<file path="config.mk">
export PLATFORM = sky130hd
export DESIGN_NAME = nmea_sentence_filter_echo_flat
export DESIGN_NICKNAME = d
export VERILOG_FILES = /design/src/sv/nsfe_pkg.sv /design/src/sv/nsfe_if.sv /design/src/sv/nmea_sentence_filter_echo.sv /design/src/sv/nsfe_buffer.sv /design/src/sv/nsfe_ctrl.sv /design/src/flat_wrapper.sv
export SDC_FILE = /design/constraint.sdc
export NUM_CORES = 1
export LEC_CHECK = 0
export BUFFER_PORTS_ARGS = -buffer_cell sky130_fd_sc_hd__buf_2
export CORE_MARGIN = 2
export CORE_UTILIZATION = 61
export CTS_BUF_LIST = sky130_fd_sc_hd__clkbuf_4
export DETAILED_ROUTE_END_ITERATION = 8
export GPL_TIMING_DRIVEN = 0
export PLACE_DENSITY_LB_ADDON = 0.12
export SYNTH_ARGS = -nofsm -noshare
export SYNTH_HDL_FRONTEND = slang
export SYNTH_SLANG_ARGS = --single-unit
export TNS_END_PERCENT = 1
</file>
<file path="constraint.sdc">
create_clock -name clk -period 3.2 [get_ports clk]
set_input_delay 0.16 -clock clk [delete_from_list [all_inputs] [get_ports clk]]
set_output_delay 0.16 -clock clk [all_outputs]
set_load 0.03 [all_outputs]
</file>
<file path="src/sv/nsfe_pkg.sv">
// ---------------------------------------------------------------------------
// nsfe_pkg: shared types and constants of the NMEA sentence filter
// Holds the phase encoding, register indexes, reset values and the
// read request that the controller hands to the output pipeline.
// ---------------------------------------------------------------------------
package nsfe_pkg;

	localparam int unsigned BYTE_W    = 8;
	localparam int unsigned CFG_IDX_W = 2;

	// Store position that must hold the first type character.
	localparam int unsigned TYPE1_POS = 4;

	typedef enum logic [CFG_IDX_W-1:0] {
		CFG_START_CHAR  = 2'd0,
		CFG_TYPE_FIRST  = 2'd1,
		CFG_TYPE_SECOND = 2'd2,
		CFG_END_CHAR    = 2'd3
	} cfg_reg_t;

	localparam logic [BYTE_W-1:0] START_CHAR_RST  = 8'd36;
	localparam logic [BYTE_W-1:0] TYPE_FIRST_RST  = 8'd71;
	localparam logic [BYTE_W-1:0] TYPE_SECOND_RST = 8'd65;
	localparam logic [BYTE_W-1:0] END_CHAR_RST    = 8'd10;

	typedef enum logic [2:0] {
		PH_HUNT  = 3'd0,
		PH_TYPE1 = 3'd1,
		PH_TYPE2 = 3'd2,
		PH_LOAD  = 3'd3,
		PH_READY = 3'd4
	} phase_t;

	// Event codes carried in the mode field of a command item.
	localparam logic MODE_RX = 1'b0;
	localparam logic MODE_TX = 1'b1;

	// Read issued to the buffer this cycle, and whether it is the final byte.
	typedef struct packed {
		logic fire;
		logic last;
	} echo_req_t;

endpackage

</file>
<file path="src/sv/nsfe_if.sv">
// ---------------------------------------------------------------------------
// nsfe_if: channel interfaces of the NMEA sentence filter
// The command channel carries UART events; the echo channel carries the
// stored sentence bytes back to the transmitter.
// ---------------------------------------------------------------------------
interface nsfe_cmd_if;
	logic       valid;
	logic       ready;
	logic       mode;
	logic [7:0] rx_byte;

	modport source (output valid, output mode, output rx_byte, input ready);
	modport sink   (input valid, input mode, input rx_byte, output ready);
endinterface

interface nsfe_echo_if;
	logic       valid;
	logic       ready;
	logic [7:0] tx_byte;
	logic       last_byte;

	modport source (output valid, output tx_byte, output last_byte, input ready);
	modport sink   (input valid, input tx_byte, input last_byte, output ready);
endinterface

</file>
<file path="src/sv/nmea_sentence_filter_echo.sv">
// ---------------------------------------------------------------------------
// nmea_sentence_filter_echo: NMEA sentence filter with echo
// Keeps UART sentences of one configured type in a byte buffer and plays
// them back one byte per transmitter-ready event.
// ---------------------------------------------------------------------------
//
//  Channel | Role     | Payload                | Handshake
//  --------+----------+------------------------+--------------------------
//  cmd     | sink     | mode, rx_byte          | valid/ready, item on both
//  echo    | source   | tx_byte, last_byte     | valid/ready, item on both
//  cfg     | write    | cfg_index, cfg_data    | cfg_we, taken every edge
//
// One command item is accepted per cycle while cmd is ready. An echo item
// for a transmitter-ready item goes through the buffer read into the read
// stage and then into the output register.
// The rate is set by the single write port and single read port of the
// byte buffer; a receive and an echo never use the same port together.
// arst_n clears the phase, counters, pending flag and pipeline valids; the
// buffer contents are not cleared and need no clearing pass.
// A stalled echo channel holds the output register; cmd stays ready as
// long as the read stage is free or can drain into the output register.
// ---------------------------------------------------------------------------
module nmea_sentence_filter_echo
	import nsfe_pkg::*;
#(
	parameter int unsigned BUFFER_DEPTH = 128
) (
	input  logic                 clk,
	input  logic                 arst_n,
	input  logic                 cfg_we,
	input  logic [CFG_IDX_W-1:0] cfg_index,
	input  logic [BYTE_W-1:0]    cfg_data,
	nsfe_cmd_if.sink             cmd,
	nsfe_echo_if.source          echo
);

	localparam int unsigned AW = $clog2(BUFFER_DEPTH);

	logic              cmd_take;
	logic              mem_we;
	logic [AW-1:0]     mem_waddr, mem_raddr;
	logic [BYTE_W-1:0] mem_wdata, mem_rdata;
	echo_req_t         rd;

	// Read stage: the buffer's registered read data plus these flags.
	logic              valid_s1, last_s1, s1_move;

	// Output register.
	logic              out_valid_q, out_last_q;
	logic [BYTE_W-1:0] out_byte_q;

	assign cmd_take = cmd.valid && cmd.ready;

	nsfe_ctrl #(
		.DEPTH (BUFFER_DEPTH),
		.AW    (AW)
	) u_ctrl (
		.clk       (clk),
		.arst_n    (arst_n),
		.cfg_we    (cfg_we),
		.cfg_index (cfg_index),
		.cfg_data  (cfg_data),
		.take      (cmd_take),
		.mode      (cmd.mode),
		.rx_byte   (cmd.rx_byte),
		.we        (mem_we),
		.waddr     (mem_waddr),
		.wdata     (mem_wdata),
		.raddr     (mem_raddr),
		.rd        (rd)
	);

	// Writes only happen while no sentence is pending and reads only while
	// one is, so a read never meets a write to the same entry in one cycle.
	// A read right after the closing write sees that write already stored.
	nsfe_buffer #(
		.DEPTH (BUFFER_DEPTH),
		.AW    (AW)
	) u_buffer (
		.clk     (clk),
		.we      (mem_we),
		.waddr   (mem_waddr),
		.wdata   (mem_wdata),
		.re      (rd.fire),
		.raddr   (mem_raddr),
		.rdata_q (mem_rdata)
	);

	// The read stage drains whenever the output register is empty or being
	// emptied. The buffer only reads on a new request, so its data holds
	// while the read stage is stuck.
	assign s1_move   = valid_s1 && (!out_valid_q || echo.ready);
	assign cmd.ready = !valid_s1 || s1_move;

	always_ff @(posedge clk or negedge arst_n) begin
		if (!arst_n) begin
			valid_s1    <= 1'b0;
			last_s1     <= 1'b0;
			out_valid_q <= 1'b0;
		end else begin
			if (rd.fire) begin
				valid_s1 <= 1'b1;
				last_s1  <= rd.last;
			end else if (s1_move) begin
				valid_s1 <= 1'b0;
			end
			if (s1_move) begin
				out_valid_q <= 1'b1;
			end else if (echo.ready) begin
				out_valid_q <= 1'b0;
			end
		end
	end

	always_ff @(posedge clk) begin
		if (s1_move) begin
			out_byte_q <= mem_rdata;
			out_last_q <= last_s1;
		end
	end

	assign echo.valid     = out_valid_q;
	assign echo.tx_byte   = out_byte_q;
	assign echo.last_byte = out_last_q;

	// A new read must never overwrite a read stage that cannot drain.
	a_no_s1_overwrite: assert property (@(posedge clk) disable iff (!arst_n)
		rd.fire |-> (!valid_s1 || s1_move))
		else $error("buffer read issued over a stalled read stage");

	// The final byte clears the pending flag, so no read follows it at once.
	a_last_ends_echo: assert property (@(posedge clk) disable iff (!arst_n)
		(rd.fire && rd.last) |=> !rd.fire)
		else $error("echo continued past the final byte");

	// A stuck read stage keeps its item.
	a_s1_holds: assert property (@(posedge clk) disable iff (!arst_n)
		(valid_s1 && !s1_move) |=> valid_s1)
		else $error("read stage lost an item while stalled");

endmodule

</file>
<file path="src/sv/nsfe_buffer.sv">
// ---------------------------------------------------------------------------
// nsfe_buffer: sentence byte store
// Simple dual-port synchronous memory, one write and one read per cycle,
// read data registered.
// ---------------------------------------------------------------------------
module nsfe_buffer
	import nsfe_pkg::*;
#(
	parameter int unsigned DEPTH = 128,
	parameter int unsigned AW    = 7
) (
	input  logic              clk,
	input  logic              we,
	input  logic [AW-1:0]     waddr,
	input  logic [BYTE_W-1:0] wdata,
	input  logic              re,
	input  logic [AW-1:0]     raddr,
	output logic [BYTE_W-1:0] rdata_q
);

	logic [BYTE_W-1:0] mem [DEPTH];

	always_ff @(posedge clk) begin
		if (we) begin
			mem[waddr] <= wdata;
		end
	end

	always_ff @(posedge clk) begin
		if (re) begin
			rdata_q <= mem[raddr];
		end
	end

endmodule

</file>
<file path="src/sv/nsfe_ctrl.sv">
// ---------------------------------------------------------------------------
// nsfe_ctrl: sentence filter control
// Holds the configuration registers, the phase machine, the write count,
// the read index and the pending flag, and drives the buffer ports.
// ---------------------------------------------------------------------------
module nsfe_ctrl
	import nsfe_pkg::*;
#(
	parameter int unsigned DEPTH = 128,
	parameter int unsigned AW    = 7
) (
	input  logic                 clk,
	input  logic                 arst_n,
	input  logic                 cfg_we,
	input  logic [CFG_IDX_W-1:0] cfg_index,
	input  logic [BYTE_W-1:0]    cfg_data,
	input  logic                 take,
	input  logic                 mode,
	input  logic [BYTE_W-1:0]    rx_byte,
	output logic                 we,
	output logic [AW-1:0]        waddr,
	output logic [BYTE_W-1:0]    wdata,
	output logic [AW-1:0]        raddr,
	output echo_req_t            rd
);

	localparam int unsigned CW = AW + 1;

	logic [BYTE_W-1:0] start_char_q, type_first_q, type_second_q, end_char_q;
	phase_t            phase_q, phase_d;
	logic [CW-1:0]     wcount_q, wcount_eff, wcount_d;
	logic [AW-1:0]     rindex_q;
	logic [CW-1:0]     rindex_inc;
	logic              pending_q;
	logic              rx_take, clear_count, set_pending, has_room;

	always_ff @(posedge clk or negedge arst_n) begin
		if (!arst_n) begin
			start_char_q  <= START_CHAR_RST;
			type_first_q  <= TYPE_FIRST_RST;
			type_second_q <= TYPE_SECOND_RST;
			end_char_q    <= END_CHAR_RST;
		end else if (cfg_we) begin
			case (cfg_reg_t'(cfg_index))
				CFG_START_CHAR:  start_char_q  <= cfg_data;
				CFG_TYPE_FIRST:  type_first_q  <= cfg_data;
				CFG_TYPE_SECOND: type_second_q <= cfg_data;
				CFG_END_CHAR:    end_char_q    <= cfg_data;
				default: ;
			endcase
		end
	end

	// Received bytes are ignored while a sentence waits to be echoed.
	assign rx_take = take && (mode == MODE_RX) && !pending_q;

	// Next phase.
	always_comb begin
		phase_d = phase_q;
		case (phase_q)
			PH_HUNT: begin
				if (rx_byte == start_char_q) phase_d = PH_TYPE1;
			end
			PH_TYPE1: begin
				if (wcount_q == CW'(TYPE1_POS) && rx_byte == type_first_q) begin
					phase_d = PH_TYPE2;
				end else if (wcount_q >= CW'(TYPE1_POS)) begin
					phase_d = PH_HUNT;
				end
			end
			PH_TYPE2: begin
				phase_d = (rx_byte == type_second_q) ? PH_LOAD : PH_HUNT;
			end
			PH_LOAD: begin
				if (rx_byte == end_char_q) phase_d = PH_READY;
			end
			PH_READY: phase_d = PH_HUNT;
			default:  phase_d = PH_HUNT;
		endcase
	end

	// Phase outputs.
	always_comb begin
		clear_count = 1'b0;
		set_pending = 1'b0;
		case (phase_q)
			PH_HUNT: clear_count = (rx_byte == start_char_q);
			PH_LOAD: set_pending = (rx_byte == end_char_q);
			default: ;
		endcase
	end

	// The store position is taken after a start character has cleared it.
	assign wcount_eff = clear_count ? '0 : wcount_q;
	assign has_room   = wcount_eff < CW'(DEPTH);
	assign wcount_d   = has_room ? wcount_eff + CW'(1) : wcount_eff;

	assign we    = rx_take && has_room;
	assign waddr = wcount_eff[AW-1:0];
	assign wdata = rx_byte;

	assign rindex_inc = {1'b0, rindex_q} + CW'(1);
	assign raddr      = rindex_q;
	assign rd.fire    = take && (mode == MODE_TX) && pending_q;
	assign rd.last    = rindex_inc >= wcount_q;

	always_ff @(posedge clk or negedge arst_n) begin
		if (!arst_n) begin
			phase_q   <= PH_HUNT;
			wcount_q  <= '0;
			rindex_q  <= '0;
			pending_q <= 1'b0;
		end else begin
			if (rx_take) begin
				phase_q  <= phase_d;
				wcount_q <= wcount_d;
				if (set_pending) pending_q <= 1'b1;
			end
			if (rd.fire) begin
				if (rd.last) begin
					rindex_q  <= '0;
					pending_q <= 1'b0;
				end else begin
					rindex_q <= rindex_inc[AW-1:0];
				end
			end
		end
	end

endmodule
</file>
<file path="src/flat_wrapper.sv">
// flat-port wrapper written by rule: the top's interface ports become plain ports
module nmea_sentence_filter_echo_flat import nsfe_pkg::*;
#(
	parameter int unsigned BUFFER_DEPTH = 128
)
  (clk, arst_n, cfg_we, cfg_index, cfg_data, cmd_valid, cmd_mode, cmd_rx_byte, cmd_ready, echo_valid, echo_tx_byte, echo_last_byte, echo_ready);
  nsfe_cmd_if cmd_i ();
  nsfe_echo_if echo_i ();
  input  logic clk;
  input  logic arst_n;
  input  logic cfg_we;
  input  logic [CFG_IDX_W-1:0] cfg_index;
  input  logic [BYTE_W-1:0] cfg_data;
  input wire logic [$bits(cmd_i.valid)-1:0] cmd_valid;
  input wire logic [$bits(cmd_i.mode)-1:0] cmd_mode;
  input wire logic [$bits(cmd_i.rx_byte)-1:0] cmd_rx_byte;
  output wire logic [$bits(cmd_i.ready)-1:0] cmd_ready;
  output wire logic [$bits(echo_i.valid)-1:0] echo_valid;
  output wire logic [$bits(echo_i.tx_byte)-1:0] echo_tx_byte;
  output wire logic [$bits(echo_i.last_byte)-1:0] echo_last_byte;
  input wire logic [$bits(echo_i.ready)-1:0] echo_ready;
  assign cmd_i.valid = cmd_valid;
  assign cmd_i.mode = cmd_mode;
  assign cmd_i.rx_byte = cmd_rx_byte;
  assign cmd_ready = cmd_i.ready;
  assign echo_valid = echo_i.valid;
  assign echo_tx_byte = echo_i.tx_byte;
  assign echo_last_byte = echo_i.last_byte;
  assign echo_i.ready = echo_ready;
  nmea_sentence_filter_echo #(.BUFFER_DEPTH(BUFFER_DEPTH)) u_core (.clk(clk), .arst_n(arst_n), .cfg_we(cfg_we), .cfg_index(cfg_index), .cfg_data(cfg_data), .cmd(cmd_i), .echo(echo_i));
endmodule
</file>
==> results.tsv <==
metric	value	unit
r2r-start	u_core.u_ctrl.raddr[2]$_DFFE_PN0P_	
gr-total-overflow	0	
min_from	cmd_mode	
cts_buffers	285	
ant_nets	0	
whs	0.0764	ns
avgSynthCellArea	19.3	µm²
wl_per_cell	28.5	µm
ys_types	56	
yosys_register_bits	1095	
yosysMostFrequentCell	edfxtp_1	
yosysWarnings	0	
slowest_stage	buf_1	
num_rows	97	
synth_nets	2267	
grt_pass1_wl	156000	µm
initialDrtViolationCount	2788	
synthArstFlopShare	0.0493	
cts-root-buf	clkbuf_4	
worst_slew_pin_slew	1.24	ns
worst_r2r_path_depth	7	
die_w	270	µm
antenna_found_initial	3	
grt_setup_unrepaired	true	
power_leakage	15.6	nW
cts_sinks	1095	
hold_depth	5	
route.detailed.drc	0	
worstSkewPairLatency	1.15	ns
via_per_inst	6.34	
dp_hpwl	68100	µm
p_per_area	580	mW/mm²
grt_pass1_vias	24200	
r2r_slack	-0.03	ns
cts_buffer_depth	4	
netlist_area	0.0432	mm²
violations	setup timing	
path_cells	buf_2 > buf_1 > mux4_2 > a22oi_1 > a21oi_1 > a21oi_1 > o32ai_1	
h-tree-depth	5	
whs_endpoint	u_core.u_ctrl.wcount_q[5]$_DFFE_PN0P_	
ioPinCount	35	
postPlaceCellArea	0.0450	mm²
max_freq	310	MHz
crit_path_max_incr_delay	0.74	ns
ys_seq_area_frac	0.755	
slew_headroom	0.172	
setup_violations	3	
r2r-end	u_core.u_buffer.rdata_q[3]$_DFFE_PP_	
post-route-cell-area	0.0492	mm²
gp_congestion	0.992	
yosys-top-cells-count	edfxtp_1, mux4_2, mux2i_1	
cpMostUsedCell	a21oi_1	
synthTopCellsByArea	edfxtp_1, mux4_2, mux2i_1, dfrtp_1, a22oi_1	
ir_worst_vdd	0.404	mV
cap_violations	0	
hp-class	in -> reg	
status	complete, but fails checks	
crit_path_start_kind	register	
cp-end-kind	register	
path_delay_family	buffers and inverters	
portBuffers	34	
timing.final.hold_violations	0	
syn_inst	2233	
critPathBufInv	2	
synth_top_area_cell	edfxtp_1	
wl	107000	µm
grt_use_total	0.298	
setup_ws	-0.0281	ns
vias	23800	
die_y	270	µm
first_pass_iters	8	
p_total	0.0286	W
required	4.07	ns
worstPathMaxFanout	10	
start_util	0.617	
synth_top_area_frac	0.724	
fin_crit_sh	1.01	
core	0.0700	mm²
synth_enable_flop_cells	1041	
ys.flop_type	edfxtp_1	
grt_start_max_net_pins	93	
finalCriticalPeriod	3.23	ns
clk_pin_slew	0.07	ns
arrival	4.09	ns
final_nets	2654	
syn2layout_area_growth	13.9	%
die_area	0.0729	mm²
path_class	reg -> reg	
finalMaxSlewViolations	0	
finalClockSkew	0.0674	ns
drive_gt1_frac	0.321	
cts_tree	done	
-- flip-flops by register name, summed over array words and instances, names as in the netlist, 3 cells and up --
signal,flops
u_core.u_ctrl.type_first_q,8
u_core.u_ctrl.type_second_q,8
u_core.u_ctrl.end_char_q,8
u_core.u_ctrl.raddr,7
u_core.u_ctrl.wcount_q,8
u_core.echo.tx_byte,8
u_core.u_ctrl.phase_q,3
u_core.u_ctrl.start_char_q,8
u_core.u_buffer.rdata_q,8
u_core.u_buffer.mem,1024
-- how the worst max path moves through the flow --
stage               cells after the start                          startpoint  slack, ns                                     to
finish                                  7  u_core.u_ctrl.raddr[2]$_DFFE_PN0P_      -0.03   u_core.u_buffer.rdata_q[3]$_DFFE_PP_
global route                            7         u_core.valid_s1$_DFFE_PN0P_      -0.11   u_core.u_buffer.mem[74][7]$_DFFE_PP_
CTS                                     8       u_core.echo.valid$_DFFE_PN0P_      -0.24   u_core.u_buffer.mem[62][6]$_DFFE_PP_
detailed placement                      8                      cmd_rx_byte[2]      -0.95  u_core.u_buffer.mem[112][0]$_DFFE_PP_
global placement                        6                      cmd_rx_byte[1]      -2.53   u_core.u_buffer.mem[88][7]$_DFFE_PP_
floorplan                               7       u_core.echo.valid$_DFFE_PN0P_       0.16   u_core.u_buffer.mem[70][0]$_DFFE_PP_
-- layout by cell type, fill, tap and decap left out, types with 8 or more instances in the layout --
cell           instances
o21ai_0               17
mux2i_1              159
xor2_1                14
nor3_1                36
nand2b_1               9
mux4_2               192
ha_1                  10
nor2b_1                8
o32ai_1                8
nand2_1               53
buf_1                 18
buf_4                 40
dfstp_2               10
dlygate4sd3_1         38
o22ai_1               65
buf_2                 51
edfxtp_1            1041
nor2_1                42
inv_1                 10
buf_16                10
nor4_2                14
a22oi_1               72
a21oi_1               69
clkbuf_1              48
xnor2_1               23
clkinv_1              53
nor3_2                 8
dfrtp_1               43
nand3_1               12
mux2_2                34
clkbuf_4             417
nor2_2                78
nand4_1               14
-- kinds of logic after synthesis --
kind of cell             count (synthesis)  share of synthesized area
AO/OA/AOI/OAI                          265                     0.0395
multiplexers                           385                      0.146
AND/OR/NAND/NOR                        306                     0.0338
buffers and inverters                  134                     0.0148
adder cells (fa/ha/maj)                 10                    0.00290
XOR/XNOR                                38                    0.00771
flip-flops                            1095                      0.755
-- metal layers --
metal,track usage,vias up,wire length [µm],part of all wire
met5,0,-,0,0
met4,0.116,0,3360,0.031
met3,0.0798,213,9600,0.090
met2,0.470,1268,52600,0.49
met1,0.401,12200,41400,0.39
li1,-,10100,-,-
-- power breakdown --
part	leakage (nW)	internal (W)	switching (W)
combinational	3.54	0.000350	0.000869
sequential	10.0	0.0158	0.0000933
clock	2.04	0.00601	0.00539
total	15.6	0.0222	0.00636
-- repair_timing --
item	4_1_cts	5_1_grt
endpoints found under the setup margin	549	792
gates resized for setup	61	71
buffers inserted	0	4
pin swaps	1	3
hold buffers	40	0
endpoints found under the hold margin	1159	0
-- area by class of cell --
class                   instances  area (µm²)
diodes                          7        17.5
plain buffers                 123         657
clock buffers                 409        3070
clock inverters                66         307
fillers                      4525       20800
inverters                      11        41.3
multi-input cells            1004       10300
flip-flops and latches       1095       32600
well taps                     940        1180
repair buffers                100         978
-- per-stage QoR --
step	worst slack [ns]	setup TNS (ns)	util	cells
5_1_grt	-0.113	-8.66	0.702	3752
3_3_place_gp	-2.53	-1605.81	0.636	3207
6_report	-0.0281	-0.0605	0.703	3755
2_1_floorplan	0.155	0	-	2233
4_1_cts	-0.235	-20.90	0.699	3744
3_5_place_dp	-0.948	-450.53	0.642	3229
-- worst register-to-register path: cells and delay by family, from the launching register on --
family                 cells  cell delay, ns
flip-flops                 1            0.43
AO/OA/AOI/OAI              4            0.97
buffers and inverters      2            1.11
multiplexers               1            0.46
Power figures use the tool's default switching activity.
